==> src/hdl/dmxm_pkg.sv <==
// shared types, constants and field widths for the dmx layer merge block
package dmxm_pkg;

    localparam int CH_W = 9;
    localparam int LVL_W = 8;
    localparam int UNI_W = 15;
    localparam int MS_W = 20;
    localparam int AGE_W = 16;
    localparam int MODE_W = 2;
    localparam int NET_W = 7;
    localparam int SUB_W = 4;
    localparam int UNIN_W = 4;
    localparam int KIND_W = 3;
    localparam int ADDR_W = 5;
    localparam int REG_W = 32;
    localparam int IN_DATA_W = 56;
    localparam int OUT_DATA_W = 24;
    localparam int PROD_W = LVL_W + MS_W;

    localparam int DEFAULT_CHANNEL_COUNT = 512;
    localparam int QUEUE_DEPTH = 4;
    localparam int QUEUE_AW = 2;

    localparam logic [AGE_W-1:0] DEFAULT_TIMEOUT = 16'd3000;
    localparam logic [MS_W-1:0] DEFAULT_FADE_LENGTH = 20'd1000;
    localparam logic [MS_W-1:0] ELAPSED_MAX = 20'hFFFFF;
    localparam logic [AGE_W-1:0] AGE_MAX = 16'hFFFF;
    localparam logic [3:0] BLEND_LAST_STEP = 4'd9;

    // merge modes
    localparam logic [MODE_W-1:0] MODE_LOCAL = 2'd0;
    localparam logic [MODE_W-1:0] MODE_NET_HOLD = 2'd1;
    localparam logic [MODE_W-1:0] MODE_HTP = 2'd2;

    // register indexes
    localparam logic [2:0] REG_MERGE_MODE = 3'd0;
    localparam logic [2:0] REG_NET = 3'd1;
    localparam logic [2:0] REG_SUBNET = 3'd2;
    localparam logic [2:0] REG_UNIVERSE = 3'd3;
    localparam logic [2:0] REG_TIMEOUT = 3'd4;
    localparam logic [ADDR_W-1:0] ADDR_MERGE_MODE = 5'd0;

    typedef enum logic [KIND_W-1:0] {
        K_TICK   = 3'd0,
        K_LOCAL  = 3'd1,
        K_NET    = 3'd2,
        K_FILL   = 3'd3,
        K_TARGET = 3'd4,
        K_FADE   = 3'd5,
        K_READ   = 3'd6
    } kind_t;

    typedef struct packed {
        kind_t             kind;
        logic [CH_W-1:0]   channel;
        logic [LVL_W-1:0]  level;
        logic              last;
        logic [MS_W-1:0]   fade_ms;
        logic              uni_match;
    } item_t;

    typedef struct packed {
        logic [MODE_W-1:0] mode;
        logic [AGE_W-1:0]  timeout;
    } back_cfg_t;

    typedef struct packed {
        logic [LVL_W-1:0] from_lvl;
        logic [LVL_W-1:0] to_lvl;
        logic [MS_W-1:0]  elapsed;
        logic [MS_W-1:0]  length;
    } blend_req_t;

endpackage

==> src/hdl/dmxm_front.sv <==
// front end: accepts items, classifies them and queues them for the back end
module dmxm_front
(
    input  logic                                clk,
    input  logic                                rst_n,
    input  logic                                hold_off,
    input  logic                                s_valid,
    output logic                                s_ready,
    input  logic [dmxm_pkg::IN_DATA_W-1:0]      s_data,
    input  logic                                s_last,
    input  logic [dmxm_pkg::KIND_W-1:0]         s_user,
    input  logic [dmxm_pkg::UNI_W-1:0]          match_addr,
    output logic                                q_valid,
    output dmxm_pkg::item_t                     q_item,
    input  logic                                q_pop
);

    dmxm_pkg::item_t                  queue_reg [dmxm_pkg::QUEUE_DEPTH];
    logic [dmxm_pkg::QUEUE_AW-1:0]    wptr_reg;
    logic [dmxm_pkg::QUEUE_AW-1:0]    rptr_reg;
    logic [dmxm_pkg::QUEUE_AW:0]      count_reg;
    dmxm_pkg::item_t                  in_item;
    logic                             known_kind;
    logic                             accept;
    logic                             push;
    logic                             pop;

    always_comb
    begin
        in_item.kind = dmxm_pkg::kind_t'(s_user);
        in_item.channel = s_data[8:0];
        in_item.level = s_data[16:9];
        in_item.last = s_last;
        in_item.fade_ms = s_data[51:32];
        in_item.uni_match = (s_data[31:17] == match_addr);
        case (dmxm_pkg::kind_t'(s_user))
            dmxm_pkg::K_TICK, dmxm_pkg::K_LOCAL, dmxm_pkg::K_NET, dmxm_pkg::K_FILL,
            dmxm_pkg::K_TARGET, dmxm_pkg::K_FADE, dmxm_pkg::K_READ: known_kind = 1'b1;
            default: known_kind = 1'b0;
        endcase
    end

    assign s_ready = !hold_off && (count_reg != (dmxm_pkg::QUEUE_AW+1)'(dmxm_pkg::QUEUE_DEPTH));
    assign accept = s_valid && s_ready;
    // undefined kinds are dropped here
    assign push = accept && known_kind;
    assign q_valid = (count_reg != '0);
    assign pop = q_pop && q_valid;
    assign q_item = queue_reg[rptr_reg];

    always_ff @(posedge clk or negedge rst_n)
    begin
        if (!rst_n)
        begin
            wptr_reg <= '0;
            rptr_reg <= '0;
            count_reg <= '0;
        end
        else
        begin
            if (push)
                wptr_reg <= wptr_reg + 1'b1;
            if (pop)
                rptr_reg <= rptr_reg + 1'b1;
            if (push && !pop)
                count_reg <= count_reg + 1'b1;
            else if (pop && !push)
                count_reg <= count_reg - 1'b1;
        end
    end

    always_ff @(posedge clk)
    begin
        if (push)
            queue_reg[wptr_reg] <= in_item;
    end

endmodule

==> config.mk <==
export PLATFORM = sky130hd
export DESIGN_NAME = dmxm_front
export DESIGN_NICKNAME = d
export VERILOG_FILES = /design/src/hdl/dmxm_pkg.sv /design/src/hdl/dmxm_front.sv
export SDC_FILE = /design/constraint.sdc
export NUM_CORES = 1
export LEC_CHECK = 0
export ABC_CLOCK_PERIOD_IN_PS = 2570
export BUFFER_PORTS_ARGS = -buffer_cell sky130_fd_sc_hd__clkbuf_2
export CORE_ASPECT_RATIO = 1.75
export CORE_MARGIN = 3
export CORE_UTILIZATION = 55
export DETAILED_ROUTE_END_ITERATION = 7
export PLACE_DENSITY = 0.79
export SETUP_SLACK_MARGIN = 0.02
export SLEW_MARGIN = 20
export SYNTH_ARGS = -nofsm -noshare
export SYNTH_HDL_FRONTEND = slang
export SYNTH_SLANG_ARGS = --single-unit
==> constraint.sdc <==
create_clock -name clk -period 2.57 [get_ports clk]
set_clock_uncertainty 0.15 [all_clocks]
set_input_delay 0.1285 -clock clk [delete_from_list [all_inputs] [get_ports clk]]
set_output_delay 0.1285 -clock clk [all_outputs]
set_load 0.01 [all_outputs]
==> flow_summary.yaml, run 1 <==
run_status:
  status: "finished, final reports clean"
logic_synthesis:
  synth-seq-area-share_pct: 78.4
  syn_inst: 277
  synth_ff_type: "edfxtp_1"
  synth_top_area_share_pct: 75.7
  synth_area_leader_cell: "edfxtp_1"
  ys_ff_latch: 175
  synth.most_common_cell: "edfxtp_1"
  yosys-top-cells-count: "edfxtp_1 (168), mux4_2 (42), xnor2_1 (19), dfrtp_1 (7), ha_1 (5)"
  syn_nets: 363
  synth.avg_cell_area_sq_um: 24.0
  netlist_top_cells_area: "edfxtp_1 (76%), mux4_2 (14%), dfrtp_1 (2.6%)"
  yosys.cell_types.count: 24
  yosys_warnings: 0
  synth_edf_count: 168
  syn-cell-area_sq_um: 6660
  async_flop_share_pct: 4.00
pwr:
  intPower_mw: 6.29
  power.leakage_nw: 3.09
  comb_power_share_pct: 25.9
  p_sw_mw: 2.34
  p_seq_share_pct: 43.2
  swShare_pct: 27.2
  power.density_nw_per_um2: 1000
  peakVddDrop_v: 0.000584
  power_frac_clock_pct: 31.0
critical_path:
  rrSetupSlack_ns: 0.20
  required_ns: 2.29
  crit_arrival_ns: 2.11
  endpoint_kind: "output pin"
  critPathKind: "flop to output pin"
  crit_slowest_cell: "dfrtp_4"
  start_kind: "flop"
  crit_chain: "buf_4 > mux4_2 > clkbuf_2"
  slowest_delay_ns: 0.71
  path_max_fanout: 21
global_route:
  use_met2_pct: 33.8
  grt_max_degree: 25
  antenna_found_initial: 0
  gr-usage-met3_pct: 4.82
  grt_use_total_pct: 19.1
  grt_pass1_vias: 3635
  gr-total-overflow: 0
  grt_first_pass_wirelength_um: 18400
  gr-usage-met1_pct: 21.2
  gr-max-usage-layer: "met2"
clocking:
  clk_latency_ns: 0.42
  cts_made_buffers: 17
  post_cts_buffers: 0
  clock_path_buffers: 2
  cts_tree: "done"
  cts_resized: 0
  clockRootBuffer: "clkbuf_16"
  cts_hold_buf: 44
  h-tree-depth: 4
  path_clk_slew_ns: 0.06
  clock_sinks: 175
final_layout:
  postLayoutCellArea_sq_um: 8590
  fillCellCount: 654
  nNetsFinal: 548
  drive_gt1_share_pct: 45.7
  syn_to_final_growth_pct: 29.0
  largest_reg_flops: 168
  n_antenna_cell: 0
route:
  wirelength_um: 11900
  drt_iter0_drc: 169
  antenna_left: 0
  vias: 3367
  wl_per_cell_um: 19.4
  drc_errors: 0
  first_pass_iters: 4
  vias_per_cell: 5.52
floorplanning:
  fp-row-count: 52
  die_area_sq_um: 13500
  die_x_um: 89.2
  die_h_um: 152
  initial_core_util_pct: 56.9
  ioPinCount: 124
  core_sq_um: 11700
timing:
  rsz0062_at_grt: "false"
  hold_viol: 0
  relSlewSlack_pct: 59.8
  finalSetupTns_ns: 0
  setup_slack_ns: 0.185
  fin_crit_sh_pct: 92.8
  clock.fmax_mhz: 419
  hold_slack_ns: 0.0198
  tightestPinTransition_ns: 0.598
  setup-violations-final: 0
  drv_slew: 0
  fin_crit_ns: 2.39
placed_design:
  io_buffers: 119
  place_hpwl_um: 7600
  pre_cts_ws_ns: 0.210
  place_congestion: 0.726
  placed_cell_area_sq_um: 7520
worst_hold_path:
  hp-class: "input pin to flop"
run:
  cap_violations: 0
==> cells by family after synthesis <==
family	share of synthesized area, %
flops	78.4
mux	14.6
xor+xnor	2.76
simple gates	1.47
buf+inv	1.07
fa+ha+maj	1.24
compound gates	0.488
==> worst paths after layout <==
kind	to	startpoint	cells past startpoint
max in group asynchronous	rptr_reg[0]$_DFFE_PN0P_	rst_n	3
min in group asynchronous	wptr_reg[1]$_DFFE_PN0P_	rst_n	3
setup / recovery	q_item[10]	rptr_reg[0]$_DFFE_PN0P_	3
setup reg to reg	count_reg[2]$_DFFE_PN0P_	count_reg[0]$_DFFE_PN0P_	8
hold / removal	queue_reg[3][0]$_DFFE_PP_	s_data[27]	4
hold reg to reg	count_reg[2]$_DFFE_PN0P_	count_reg[2]$_DFFE_PN0P_	1
==> power by group through the flow <==
stage               Combinational, mW  Clock (mW)  Sequential [mW]
global route                     2.41        2.84             3.76
detailed placement               2.22           0             3.79
CTS                              2.28        2.72             3.73
floorplan                        1.55           0             3.59
finish                           2.23        2.67             3.73
global placement                 2.17           0             3.76
==> critical path, delay by kind of cell, from the launching register on <==
| family | cells | cell delay (ns) |
|---|---|---|
| buf+inv | 2 | 0.44 |
| flops | 1 | 0.71 |
| mux | 1 | 0.54 |
==> layout by cell type (no fill, tap or decap), types with 2 or more instances in the layout <==
cell type | netlist | final
and2_2 | 4 | 4
buf_12 | 0 | 4
buf_4 | 4 | 9
bufinv_16 | 0 | 4
clkbuf_16 | 0 | 17
clkbuf_2 | 0 | 119
clkinvlp_4 | 0 | 2
dfrtp_1 | 7 | 5
dlygate4sd3_1 | 0 | 44
edfxtp_1 | 168 | 168
ha_1 | 5 | 5
inv_1 | 4 | 4
inv_6 | 0 | 6
mux4_2 | 42 | 42
nand3_1 | 2 | 2
nand4_1 | 3 | 3
xnor2_1 | 19 | 19
xor2_1 | 2 | 2
==> through the flow <==
stage / util [%] / total power [mW] / std cells
2_1_floorplan: - / 5.14 / 277
3_3_place_gp: 64.2 / 5.93 / 534
3_5_place_dp: 64.2 / 6.01 / 534
4_1_cts: 73.4 / 8.74 / 610
5_1_grt: 73.4 / 9.02 / 610
6_report: 73.4 / 8.63 / 610
==> area by class of cell <==
class,count,area (sq um),share of cell area [%]
inverter,4,15.0,0.175
sequential,175,5230,60.8
clock inverter,14,201,2.34
clock buffer,18,429,4.99
tap,135,169,1.97
multi-input combinational,88,1370,15.9
timing repair buffer,176,1180,13.8
==> layer usage <==
metal / wire length, um / vias to the layer above
li1: - / 1526
met1: 4230 / 1694
met2: 6700 / 123
met3: 603 / 24
met4: 321 / 0
met5: 0 / -
No activity file was read; power rests on OpenSTA's default activity.
==> run 2, diff against run 1 <==
==> constraint.sdc (replaced) <==
create_clock -name clk -period 2.57 [get_ports clk]
set_clock_uncertainty 0.15 [all_clocks]
set_input_delay 0.257 -clock clk [delete_from_list [all_inputs] [get_ports clk]]
set_output_delay 0.257 -clock clk [all_outputs]
set_load 0.01 [all_outputs]
==> run 2 against run 1 <==
Die area unchanged. Wire length rose by 3.3%. Clock-buffer cell count decreased by 1. Global-route usage grew 0.33 points. Non-clock buffer count increased by 2. Register-to-register slack got worse by 0.04 ns. Via count is 0.42% higher. First-iteration DRC count is 14% lower. Sequential share of layout area up 0.19 points. Fmax shrank 1.2%.
==> flow_summary.yaml, run 2 (synthesized netlist as in run 1, its figures left out) <==
run_status:
  status: "finished, final reports clean"
final_layout:
  n_antenna_cell: 0
  drive_gt1_share_pct: 46.3
  instances_no_fill: 612
  final_common_cell: "edfxtp_1"
  largest_reg_flops: 168
  postLayoutCellArea_sq_um: 8570
  syn_to_final_growth_pct: 28.6
  nNetsFinal: 550
  final_cell_mix: "edfxtp_1 (168), clkbuf_2 (119), dlygate4sd3_1 (43), mux4_2 (42), xnor2_1 (19)"
  post-route-util_pct: 73.1
critical_path:
  required_ns: 2.75
  critPathKind: "flop to flop"
  cp.depth: 8
  endpoint: "count_reg[2]$_DFFE_PN0P_"
  crit_arrival_ns: 2.59
  rrSetupSlack_ns: 0.16
  start_kind: "flop"
  cp_top_family: "simple AND/OR/NAND/NOR gates"
  crit_slowest_cell: "or3_2"
  r2r-start: "count_reg[0]$_DFFE_PN0P_"
  crit_chain: "or3_2 > nand2_1 > ha_2 > inv_1 > fa_1 > xor2_1 > nor2_1 > xor2_1"
  cp-startpoint: "count_reg[0]$_DFFE_PN0P_"
  reg2reg_depth: 8
  path_common_cell: "xor2_1"
  slowest_delay_ns: 0.53
  path_max_fanout: 4
  endpoint_kind: "flop"
  path_buf_inv: 1
  r2r-end: "count_reg[2]$_DFFE_PN0P_"
global_route:
  grt_max_degree: 29
  gr-total-overflow: 0
  grt_pass1_vias: 3666
  antenna_found_initial: 0
  grt_first_pass_wirelength_um: 18900
  grt_use_total_pct: 19.4
floorplanning:
  die_area_sq_um: 13500
  fp-row-count: 52
  die_h_um: 152
  die_x_um: 89.2
  initial_core_util_pct: 56.9
  ioPinCount: 124
  core_sq_um: 11700
worst_hold_path:
  hp-class: "input pin to asynchronous set/reset pin"
route:
  antenna_left: 0
  first_pass_iters: 5
  vias: 3381
  wl_per_cell_um: 20.0
  drt_iter0_drc: 146
  vias_per_cell: 5.52
  wirelength_um: 12300
  drc_errors: 0
placed_design:
  dp.cells: 533
  pre_cts_ws_ns: 0.186
  place_congestion: 0.768
  io_buffers: 119
  placed_cell_area_sq_um: 7530
timing:
  finalSetupTns_ns: 0
  setup-violations-final: 0
  setup_slack_ns: 0.157
  relSlewSlack_pct: 58.5
  drv_slew: 0
  fin_crit_sh_pct: 93.9
  hold_viol: 0
  fin_crit_ns: 2.41
  rsz0062_at_grt: "false"
  clock.fmax_mhz: 414
  tightestPinTransition_ns: 0.617
clocking:
  clockRootBuffer: "clkbuf_16"
  clk_latency_ns: 0.41
  clock_path_buffers: 2
  path_clk_slew_ns: 0.07
  clock_sinks: 175
  h-tree-depth: 4
  cts_made_buffers: 17
  cts_tree: "done"
pwr:
  power.density_nw_per_um2: 991
  power.leakage_nw: 3.08
  peakVddDrop_v: 0.000524
run:
  cap_violations: 0
run 2: changes by cell type in the layout (fill, tap and decap cells not counted), sizes merged:
| cell | before | now |
|---|---|---|
| buf | 13 | 16 |
| bufinv | 4 | 1 |
| clkbuf | 137 | 136 |
| clkinv | 2 | 3 |
| dlygate4sd3 | 44 | 43 |
| inv | 10 | 13 |
run 2: through the flow:
stage,hold slack [ns],power [mW]
3_5_place_dp,-0.0407,6.03
4_1_cts,0.0509,8.60
6_report,0.0650,8.49
2_1_floorplan,-0.189,5.14
3_3_place_gp,-0.0480,5.96
5_1_grt,0.0712,8.87
run 2: final cells by class:
| class | instances | area [sq um] |
|---|---|---|
| Sequential cell | 175 | 5230 |
| Fill cell | 682 | 3150 |
| Multi-Input combinational cell | 88 | 1370 |
| Timing Repair Buffer | 178 | 1210 |
| Clock buffer | 17 | 425 |
| Tap cell | 135 | 169 |
| Clock inverter | 15 | 151 |
| Inverter | 4 | 15.0 |
run 2: how the worst min path moves through the flow:
stage / slack [ns] / to / depth (start not counted)
2_1_floorplan: -0.19 / count_reg[0]$_DFFE_PN0P_ / 0
3_3_place_gp: -0.05 / count_reg[2]$_DFFE_PN0P_ / 1
3_5_place_dp: -0.04 / count_reg[0]$_DFFE_PN0P_ / 1
4_1_cts: 0.05 / rptr_reg[0]$_DFFE_PN0P_ / 2
5_1_grt: 0.07 / rptr_reg[0]$_DFFE_PN0P_ / 2
6_report: 0.06 / rptr_reg[0]$_DFFE_PN0P_ / 2
run 2: what timing repair did:
| item | CTS | global route |
|---|---|---|
| hold buffers | 43 | 0 |
| hold endpoints to repair | 173 | 0 |
| endpoints found under the setup margin | 5 | 1 |
| buffers inserted | 3 | 1 |
| pin swaps | 0 | 2 |
| resized for setup | 0 | 1 |
run 2: metal layers:
metal  vias up  wire length (um)  global-route usage, %
met2       106              7000                   33.8
met4         0               257                   9.02
met3        11               500                   3.52
met1      1733              4500                   23.1
met5         -                 0                      0
li1       1531                 -                      -
run 2: report_power, final:
group / internal (mW) / switching (mW)
Combinational: 1.23 / 1.14
Clock: 1.37 / 1.10
Sequential: 3.46 / 0.188
Total: 6.06 / 2.43
